<file path="config.mk">
export PLATFORM = sky130hd
export DESIGN_NAME = tmw_cursor
export DESIGN_NICKNAME = d
export VERILOG_FILES = /design/src/tmw_pkg.sv /design/src/tmw_cursor.sv
export SDC_FILE = /design/constraint.sdc
export NUM_CORES = 1
export LEC_CHECK = 0
export ABC_AREA = 0
export BUFFER_PORTS_ARGS = -buffer_cell sky130_fd_sc_hd__buf_2
export CAP_MARGIN = 20
export CORE_ASPECT_RATIO = 1.25
export CORE_MARGIN = 5
export CORE_UTILIZATION = 45
export DETAILED_ROUTE_END_ITERATION = 7
export PLACE_DENSITY = 0.77
export SLEW_MARGIN = 20
export SYNTH_ARGS = -nofsm -noshare
export SYNTH_HDL_FRONTEND = slang
export SYNTH_SLANG_ARGS = --single-unit
</file>
<file path="constraint.sdc">
create_clock -name vclk -period 2.3
set_clock_uncertainty 0.15 [all_clocks]
set_input_delay 0.115 -clock vclk [all_inputs]
set_output_delay 0.115 -clock vclk [all_outputs]
set_load 0.005 [all_outputs]
</file>
<file path="src/tmw_pkg.sv">
// ----------------------------------------------------------------------------
// tmw_pkg
// shared constants, types and helpers for the text mode terminal writer
// ----------------------------------------------------------------------------
package tmw_pkg;

  localparam int COLUMNS    = 80;
  localparam int ROWS       = 25;
  localparam int HTAB_STOP  = 4;
  localparam int VTAB_STOP  = 4;
  localparam int CELL_COUNT = COLUMNS * ROWS;

  localparam int COL_W   = 7;
  localparam int ROW_W   = 5;
  localparam int CMD_W   = 2;
  localparam int CELL_W  = 16;
  localparam int CELL_AW = $clog2(CELL_COUNT);

  localparam logic [CMD_W-1:0] CMD_PUT  = 2'd0;
  localparam logic [CMD_W-1:0] CMD_ATTR = 2'd1;
  localparam logic [CMD_W-1:0] CMD_READ = 2'd2;

  localparam logic [7:0] CH_BEL = 8'h07;
  localparam logic [7:0] CH_BS  = 8'h08;
  localparam logic [7:0] CH_HT  = 8'h09;
  localparam logic [7:0] CH_NL  = 8'h0A;
  localparam logic [7:0] CH_VT  = 8'h0B;
  localparam logic [7:0] CH_FF  = 8'h0C;
  localparam logic [7:0] CH_CR  = 8'h0D;

  localparam logic [7:0]        BLANK_CHAR = 8'h20;
  localparam logic [7:0]        RESET_ATTR = 8'h0F;
  localparam logic [CELL_W-1:0] RESET_CELL = {RESET_ATTR, BLANK_CHAR};

  typedef struct packed {
    logic              wr;
    logic [CELL_W-1:0] wdata;
    logic [COL_W-1:0]  col;
    logic [ROW_W-1:0]  row;
    logic              scroll;
    logic              clear;
  } tmw_act_t;

  function automatic logic [CELL_AW-1:0] cell_addr(input logic [ROW_W-1:0] row,
                                                   input logic [COL_W-1:0] col);
    cell_addr = CELL_AW'(row) * CELL_AW'(COLUMNS) + CELL_AW'(col);
  endfunction

endpackage

</file>
<file path="src/tmw_cursor.sv">
// ----------------------------------------------------------------------------
// tmw_cursor
// decodes one put character against the cursor: cell write, next cursor,
// scroll and clear requests
// ----------------------------------------------------------------------------
module tmw_cursor (
  input  logic [7:0]                 data_i,
  input  logic [tmw_pkg::COL_W-1:0] col_i,
  input  logic [tmw_pkg::ROW_W-1:0] row_i,
  input  logic [7:0]                 attr_i,
  output tmw_pkg::tmw_act_t         act_o
);

  import tmw_pkg::*;

  logic [COL_W-1:0] htab;
  logic [ROW_W-1:0] vtab;
  logic             adv;

  assign htab = col_i + COL_W'(HTAB_STOP) - (col_i % COL_W'(HTAB_STOP));
  assign vtab = row_i + ROW_W'(VTAB_STOP) - (row_i % ROW_W'(VTAB_STOP));

  always_comb begin
    act_o       = '0;
    act_o.col   = col_i;
    act_o.row   = row_i;
    act_o.wdata = {attr_i, data_i};
    adv         = 1'b0;
    case (data_i)
      CH_NL: begin
        act_o.wr    = 1'b1;
        act_o.wdata = {attr_i, BLANK_CHAR};
        adv         = 1'b1;
      end
      CH_HT: begin
        if (htab >= COL_W'(COLUMNS)) begin
          adv = 1'b1;
        end else begin
          act_o.col = htab;
        end
      end
      CH_CR: begin
        act_o.col = '0;
      end
      CH_FF: begin
        act_o.clear = 1'b1;
        act_o.col   = '0;
        act_o.row   = '0;
      end
      CH_BS: begin
        if (col_i != '0) begin
          act_o.col = col_i - 1'b1;
        end
      end
      CH_VT: begin
        if (vtab > ROW_W'(ROWS - 1)) begin
          act_o.row = ROW_W'(ROWS - 1);
        end else begin
          act_o.row = vtab;
        end
      end
      CH_BEL: begin
      end
      default: begin
        act_o.wr = 1'b1;
        if (col_i == COL_W'(COLUMNS - 1)) begin
          adv = 1'b1;
        end else begin
          act_o.col = col_i + 1'b1;
        end
      end
    endcase
    if (adv) begin
      act_o.col = '0;
      if (row_i < ROW_W'(ROWS - 1)) begin
        act_o.row = row_i + 1'b1;
      end else begin
        act_o.scroll = 1'b1;
      end
    end
  end

endmodule

</file>
After elaboration in Yosys (flattened, before gate mapping). Index checks and enable logic that the tools add are counted.

Logic and storage cells: 38. Input bits: 28. Bits in registers: 0. Output and inout bits: 31.

Order comparisons: 3. Add/sub/neg operators: 7. Eq/ne operators: 8. Reductions and logical operators: 5. Mux-type cells: 15.

Operators with widths (count): $eq 8x4->1 const B (6); $pmux 7 s4 (1); $mux 7 (3); $mux 13 (1); $mux 5 (2); $pmux 5 s2 (1); $eq 8x3->1 const B (1); $mux 8 (1); $add 7x1->7 const B (1); $add 7x3->7 const B (1); $eq 7x7->1 const B (1); $ge 7x7->1 const B (1); $reduce_bool 7->1 (1); $sub 7x1->7 const B (1); $sub 7x2->7 (1); $reduce_or 6->1 (1); $add 5x1->5 const B (1); $add 5x3->5 const B (1); $gt 5x5->1 const B (1); $lt 5x5->1 const B (1); $mux 1 (5); $reduce_or 5->1 (1); $sub 5x2->5 (1); $pmux 1 s3 (1); 2 further kinds (2).

Depth between registers and ports, before layout. Gate-level depths: netlist (run 1).

Depth after elaboration: 7. Mapped depth: 8. Gate-level depth less buffers: 8.

Worst setup path after synthesis (run 1). No wires, ideal clock.

Kind: input -> output. From: input col_i[4] (netlist name). To: output act_o[6] (netlist name). Required time: 2035 ps. Slack: 141 ps. Stages on the path: 8. Data arrival time: 1894 ps. Path buffers: 0. Cells stage by stage: inv_1 > ha_1 > inv_1 > a221oi_1 > xnor2_1 > a31oi_1 > a211oi_1 > a311o_1.

RTL lines: start, declared (RTL line tmw_cursor.sv:8) `input logic [tmw_pkg::COL_W-1:0] col_i,`; end, declared (RTL line tmw_cursor.sv:11) `output tmw_pkg::tmw_act_t act_o`.

==> metrics, run 1 <==
via count 1654; CP Max Fanout 7; RSZ-0062 raised after global routing yes; total core area 2890 um^2; Synth area leaders ha_1, xnor2_1, a211oi_1; worst hold path type primary input to primary output; delay-heaviest family, CP simple AND/OR/NAND/NOR gates; crit path cell chain buf_2 > or4_4 > nor3_4 > nand2_1 > a21oi_2 > o221ai_1 > a211oi_1 > buf_2; fin area approximately 1800 um^2; cell with the most instances after synthesis ha_1; Netlist cell types 52; CP bufs+invs 2; sequential cell count 0; Worst setup EP type primary output; drt pass-1 iters 4; post-detail-place hpwl 3.290 mm; Req. time, crit path 2.04 ns; Mapped Area 1318 um^2; Layout Nets slightly below 300; Worst-Margin Slew 0.6067 ns; Mapped Cells 189; max-slew violations 0; DRT iter0 DRCs 78; # rows 22; Max VDD drop 0.1153 mV; GRT overflow 0; IO buf count 43; Residual DRC 0; most frequent cells after synthesis ha_1, nand2_1, inv_1; hold depth 0; Ant. Diodes 0; Crit. path cell count 8; Pleak 0.8113 nW; Placed Area 1670 um^2; Setup violations, final 0; final hold vios 0; area taken by flip-flops and latches 0 um^2; Yosys top cell by area ha_1; total die area a little over 4000 um^2; GRT Resource Usage Total 0.1938; Area growth, synth to finish 37.51%; ANT nets after route 0; CP Launch Type primary input; Crit Path Class primary input to primary output; most numerous cell on the critical path buf_2; first-pass GRT wire length ~6.7 mm; Initial Util 0.4558; routed wire length 4.389 mm; Syn Area/Cell roughly 7.0 um^2; power after layout 0.3058 mW; PwrDens 168.8 nW/um^2; Max-slew headroom 0.5913; share of the synthesized area in the top cell type 0.1804; drt wl/cell 15.62 um; fin crit period 2.274 ns; slowest CP cell or4_4; Chip Width 58.40 um; synth warn 0; period utilization 0.9888; CP peak stage delay around 0.6 ns; Worst Path Arrival 2.01 ns; Util after Layout 0.6268; share of cells above drive strength 1 0.4286; initial antenna violation count 0; I/O pins 59; RePlAce Congestion 0.8960; max capacitance violation total 0; pin count of the biggest net entering global routing 15; Via density 5.886; DIE HEIGHT 70.50 um; vias in the first global route 1528; clkbuf count 0; Syn Nets 236; f_max about 440 MHz; status complete, no violations; sequential fraction of the synthesis area 0
[layer usage]
metal,up-vias,share of wire,track usage
met4,0,0.018,0.04124
met1,772,0.40,0.2500
met3,6,0.054,0.009242
met2,68,0.53,0.3441
li1,808,-,-
met5,-,0,0
[stage by stage]
stage          setup TNS [ns]  worst slack (ns)  cells  hold WS (ns)
3_3_place_gp          -0.2918          -0.07798    277       0.08003
6_report                    0           0.02570    281       0.08000
5_1_grt               -0.2495          -0.04869    281       0.08001
2_1_floorplan               0            0.1407    189        0.1216
4_1_cts             -0.004336         -0.004336    278       0.08003
3_5_place_dp          -0.4876           -0.1339    277       0.08003
[area by class of cell]
type               instances  area (um^2)
repair buffers            75        471.7
multi-input cells        157         1241
fillers                  286         1079
well taps                 36        45.04
inverters                 13        53.80
[power by group]
group	switching, mW	internal [mW]	total (mW)
logic	0.160	0.146	0.306
clock network	0	0	0
registers	0	0	0
[cell families after synthesis]
group / share of synthesized area
buffers and inverters: 0.1263
AND/OR/NAND/NOR: 0.3219
XOR/XNOR: 0.05318
multiplexers: 0.01614
adder cells (fa/ha/maj): 0.1804
AO/OA/AOI/OAI: 0.3020
[placed cells by master, fill, tap and decap left out, types with 2 or more instances in the layout]
cell type and n:
a21boi_0 2, inv_1 10, a21oi_1 5, nand2_2 2
nand2_1 14, ha_1 16, o211ai_1 2, a21o_1 2
a211oi_1 5, buf_4 31, nand2b_1 6, nor4_1 5
a211oi_2 3, buf_6 3, a22oi_1 2, nor2_2 2
or2_2 3, a221oi_2 2, nand3b_1 2, ha_4 2
a311o_1 4, inv_2 2, nor3_1 4, nand3_1 10
nor2b_1 3, xnor2_1 6, nor2_1 10, a31oi_1 3
buf_2 41, and3_1 4, o21ai_0 11
[timing repair]
item | in CTS | in global routing
pin swaps | 1 | 12
hold buffers | 0 | 0
resized for setup | 6 | 21
setup buffers | 1 | 3
gates cloned | 0 | 0
setup endpoints to repair | 7 | 12
[worst paths after layout]
check                 start  slack [ns]   endpoint
setup / recovery  data_i[7]        0.03  act_o[10]
hold / removal    attr_i[6]        0.08  act_o[28]
Power figures use the tool's default switching activity.
==> run 2, diff against run 1 <==
--- a/config.mk
+++ b/config.mk
@@ -8,11 +8,13 @@
 export ABC_AREA = 0
 export BUFFER_PORTS_ARGS = -buffer_cell sky130_fd_sc_hd__buf_2
 export CAP_MARGIN = 20
+export CELL_PAD_IN_SITES_DETAIL_PLACEMENT = 0
+export CELL_PAD_IN_SITES_GLOBAL_PLACEMENT = 1
 export CORE_ASPECT_RATIO = 1.25
 export CORE_MARGIN = 5
-export CORE_UTILIZATION = 45
+export CORE_UTILIZATION = 34
 export DETAILED_ROUTE_END_ITERATION = 7
-export PLACE_DENSITY = 0.77
+export PLACE_DENSITY_LB_ADDON = 0.1
 export SLEW_MARGIN = 20
 export SYNTH_ARGS = -nofsm -noshare
 export SYNTH_HDL_FRONTEND = slang
==> constraint.sdc (replaced) <==
create_clock -name vclk -period 2.3
set_clock_uncertainty 0.15 [all_clocks]
set_input_delay 0.115 -clock vclk [all_inputs]
set_output_delay 0.115 -clock vclk [all_outputs]
set_load 0.1 [all_outputs]
==> run 2 against run 1 <==
Compared with the run above: the flow now finishes with violations (setup timing); non-clock buffer count rose by 37; worst hold slack barely moved; combinational power rose by 120%; power rose by 120%; cell count rose by 15%; core utilization rose by 7.1 points; wire length rose by 23%; worst setup slack got worse by 0.27 ns; count of clock-buffer cells in the layout did not move; final area rose by 45%; via count rose by 12%; highest routed layer unchanged.
==> metrics, run 2 (synthesized netlist as in run 1, its figures left out) <==
status finished with violations; failing checks setup timing; placed insts 318 (+15%); most numerous cell on the critical path buf_12; crit path cell chain buf_8 > clkinvlp_4 > ha_4 > inv_4 > a221oi_4 > xnor2_2 > buf_4 > buf_6 > a31o_4 > buf_12 > o32ai_4 > buf_12; Worst setup EP type primary output; via count 1851 (+12%); commonest non-fill, non-tap cell in the layout buf_4; most frequent cells in the layout buf_4, buf_2, buf_12, ha_1, nand2_1; delay-heaviest family, CP buffers and inverters; ANT nets after route 0 (unchanged); CP Max Fanout 5 (-2); total core area 3754 um^2 (+30%); Initial Util 0.3510 (-0.1048); Area growth, synth to finish 98.86%; PwrDens 255.7 nW/um^2 (+52%); Chip Width 65.68 um (+12%); pin count of the biggest net entering global routing 9 (-6); drt wl/cell 16.78 um (+7.4%); CP peak stage delay 0.33 ns (-0.27 ns); fin worst setup slack -0.2421 ns (-0.2678 ns); drt pass-1 iters 4 (unchanged); fin area 2620 um^2 (+45%); DIE HEIGHT 79.60 um (+13%); total die area 5227 um^2 (+27%); area taken by flip-flops and latches 0 um^2 (unchanged); fin crit period 2.542 ns (+0.2678 ns); post-detail-place hpwl 4.329 mm (+32%); Crit Path Class primary input to primary output; IO buf count 43 (unchanged); period utilization 1.105 (+0.1164); share of cells above drive strength 1 0.5993 (+0.1707); # rows 25 (+14%); CP Launch Type primary input; RSZ-0062 raised after global routing yes; Worst Path Arrival 2.28 ns (+0.27 ns); Setup violations, final 13 (+13); post-place setup slack -0.4010 ns (-0.2671 ns); Max VDD drop 0.1754 mV (+52%); vias in the first global route 1938 (+27%); Placed Area 2391 um^2 (+43%); GRT Resource Usage Total 0.2025 (+0.008789); Pleak 1.123 nW (+38%); routed wire length 5.404 mm (+23%); Ant. Diodes 0 (unchanged); Max-slew headroom 0.6736 (+0.08231); first-pass GRT wire length 8.562 mm (+27%); max-slew violations 0 (unchanged); f_max 393.4 MHz (-11%); DRT iter0 DRCs 58 (-26%); max capacitance violation total 0 (unchanged); slowest CP cell ha_4; sequential cell count 0 (unchanged); final hold vios 0 (unchanged); RePlAce Congestion 0.9022 (+0.69%); non-filler instance count after layout 322 (+15%); CP bufs+invs 7 (+5); Fin Hold WS 0.08022 ns (+0.0002152 ns); I/O pins 59 (unchanged); GRT overflow 0 (unchanged); Req. time, crit path 2.04 ns (about the same); Residual DRC 0 (unchanged); Layout Nets 331 (+13%); clkbuf count 0 (unchanged); initial antenna violation count 0 (unchanged); Via density 5.748 (-2.3%); worst hold path type primary input to primary output; Worst-Margin Slew 0.4851 ns (-0.1215 ns)
==> run 2: per-stage QoR <==
stage | total power, mW | utilization | setup TNS, ns
6_report | 0.6700 | 0.6980 | -2.506
5_1_grt | 0.7010 | 0.6980 | -3.579
4_1_cts | 0.6577 | 0.6863 | -1.797
3_5_place_dp | 0.6080 | 0.6370 | -3.747
3_3_place_gp | 0.5985 | 0.6370 | -3.173
2_1_floorplan | 0.4346 | - | -2.921
==> run 2: metal layers <==
layer / routed length (um) / part of all wire / track usage / vias up
met2: 3120 / 0.58 / 0.4112 / 72
met3: 257 / 0.048 / 0.01831 / 17
met4: 223 / 0.041 / 0.1037 / 0
li1: - / - / - / 881
met1: 1802 / 0.33 / 0.1926 / 881
met5: 0 / 0 / 0 / -
==> run 2: final timing paths <==
path                       from         to  slack, ns  depth (start not counted)
worst max-delay path   col_i[4]   act_o[9]      -0.24                         12
worst min-delay path  attr_i[5]  act_o[27]       0.08                          0
==> run 2: repair_timing <==
item,4_1_cts,5_1_grt
setup buffers,5,1
pin swaps,21,7
gates resized for setup,39,6
setup endpoints to repair,13,13
hold buffers,0,0
==> run 2: area by class of cell <==
class                           instances  area (um^2)
Timing Repair Buffer                  112         1005
Fill cell                             294         1134
Inverter                               13        55.05
Tap cell                               40        50.05
Multi-Input combinational cell        157         1510
==> run 2: power breakdown <==
group / switching [mW] / internal (mW) / leakage (nW)
sequential: 0 / 0 / 0
clock: 0 / 0 / 0
combinational: 0.396 / 0.274 / 1.12
==> run 3, diff against run 2 <==
--- a/config.mk
+++ b/config.mk
@@ -15,6 +15,7 @@
 export CORE_UTILIZATION = 34
 export DETAILED_ROUTE_END_ITERATION = 7
 export PLACE_DENSITY_LB_ADDON = 0.1
+export SETUP_SLACK_MARGIN = 0.5
 export SLEW_MARGIN = 20
 export SYNTH_ARGS = -nofsm -noshare
 export SYNTH_HDL_FRONTEND = slang
==> run 3 against run 2 <==
Compared with the run above: the run still ends with setup timing left; flip-flop and latch count did not move; worst hold slack is the same; count of clock-buffer cells in the layout stayed put; first-iteration DRC count stayed put; sequential share of layout area unchanged; cell count is 1.2% lower; critical endpoint is now act_o[10]; largest power group unchanged.
==> metrics, run 3 (synthesized netlist as in run 1, its figures left out) <==
status finished with violations; Max-slew headroom 0.6690 (-0.004556); area taken by flip-flops and latches 0 um^2 (unchanged); RePlAce Congestion 0.9098 (+0.84%); met3 Track Usage GR 0.02535 (+0.007042); vias in the first global route 1971 (+1.7%); pin count of the biggest net entering global routing 11 (+2); Layout Nets 327 (-1.2%); multi-input logic area 1565 um^2 (+3.6%); most frequent cells in the layout buf_4, buf_2, ha_1, buf_12, nand2_1; GRT Max-Usage Layer met2; drt pass-1 iters 4 (unchanged); post-detail-place hpwl 4.358 mm (+0.66%); ANT nets after route 0 (unchanged); failing checks setup timing; GRT overflow 0 (unchanged); Worst Path Arrival 2.10 ns (-0.18 ns); Max VDD drop 0.1503 mV (-14%); f_max 422.2 MHz (+7.3%); period utilization 1.030 (-0.07546); CP Launch Point data_i[4]; Fin Hold WS 0.08022 ns (unchanged); post-place setup slack -0.3092 ns (+0.09179 ns); final hold vios 0 (unchanged); routed wire length 5.547 mm (+2.6%); max-slew violations 0 (unchanged); Worst-Margin Slew 0.4929 ns (+0.007767 ns); Residual DRC 0 (unchanged); Pleak 1.128 nW (+0.46%); fin worst setup slack -0.06853 ns (+0.1736 ns); Worst Setup EP act_o[10]; I/O pins 59 (unchanged); Area growth, synth to finish 101.5%; IO buf count 43 (unchanged); total core area 3754 um^2 (unchanged); met2 Use GR 0.4413 (+0.03009); clkbuf count 0 (unchanged); worst hold path type primary input to primary output; via count 1808 (-2.3%); met1 usage 0.2277 (+0.03513); initial antenna violation count 0 (unchanged); DRT iter0 DRCs 58 (unchanged); sequential cell count 0 (unchanged); CP Max Fanout 5 (unchanged); first-pass GRT wire length 9.239 mm (+7.9%); Req. time, crit path 2.04 ns (about the same); drt wl/cell 17.44 um (+3.9%); total die area 5227 um^2 (unchanged); Via density 5.686 (-1.1%); # rows 25 (unchanged); GRT Resource Usage Total 0.2189 (+0.01638); DIE HEIGHT 79.60 um (unchanged); max capacitance violation total 0 (unchanged); Setup violations, final 10 (-3); Initial Util 0.3510 (unchanged); RSZ-0062 raised after global routing yes; CP Launch Type primary input; power after layout 0.6595 mW (-1.6%); fin crit period 2.369 ns (-0.1736 ns); Crit Path Class primary input to primary output; commonest non-fill, non-tap cell in the layout buf_4; share of cells above drive strength 1 0.6475 (+0.04819); Worst setup EP type primary output; PwrDens 248.4 nW/um^2 (-2.9%); Ant. Diodes 0 (unchanged); fillcell total 294 (unchanged); Chip Width 65.68 um (unchanged)
run 3: changes by cell type in the layout (fill, tap and decap cells not counted), moves of 2 or more:
cell     delta
inv_1       -3
o21ai_2     +2
inv_2       +2
xnor2_2     +2
nor2_2      +3
nor2_1      -3
buf_2       -6
run 3: per-stage QoR:
step | instance area [um^2] | cells | util | TNS (ns)
after detailed placement | 2286 | 307 | 0.6090 | -3.195
after floorplan | 1523 | 189 | - | -2.415
after global placement | 2286 | 307 | 0.6090 | -1.952
after CTS | 2616 | 318 | 0.6970 | -0.4700
final | 2655 | 318 | 0.7073 | -0.4016
after global routing | 2655 | 318 | 0.7073 | -1.396
run 3: what timing repair did:
action                                  CTS  global route
cloned                                    1             0
setup buffers                            10             0
pin swaps                                26             4
resized for setup                        56            12
endpoints found under the setup margin   16            17
hold buffers                              0             0
run 3: how the worst min path moves through the flow:
stage	slack, ns	to	cells past startpoint	from
2_1_floorplan	0.26	act_o[7]	1	col_i[0]
3_3_place_gp	0.08	act_o[27]	0	attr_i[5]
3_5_place_dp	0.08	act_o[27]	0	attr_i[5]
4_1_cts	0.08	act_o[27]	0	attr_i[5]
5_1_grt	0.08	act_o[29]	0	attr_i[7]
6_report	0.08	act_o[27]	0	attr_i[5]
run 3: critical path: stages:
cell	delay, ns
buf_6	0.09
or4_4	0.59
buf_4	0.18
nor2_1	0.15
nand2_2	0.15
a31oi_1	0.22
nor3_2	0.07
buf_4	0.14
a211oi_4	0.19
buf_12	0.21
run 3: layout make-up:
class,instances,share of cell area
multi-input combinational,158,0.5895
timing repair buffer,107,0.3680
inverter,13,0.02356
tap,40,0.01885
run 3: layer usage:
layer / up-vias / part of all wire / routed length, um
li1: 866 / - / -
met1: 872 / 0.37 / 2027
met2: 56 / 0.56 / 3123
met3: 14 / 0.040 / 222
met4: 0 / 0.031 / 174
met5: - / 0 / 0
run 3: where the power goes:
part / internal, mW / switching (mW) / leakage (nW)
logic: 0.263 / 0.396 / 1.13
clock network: 0 / 0 / 0
registers: 0 / 0 / 0
total: 0.263 / 0.396 / 1.13
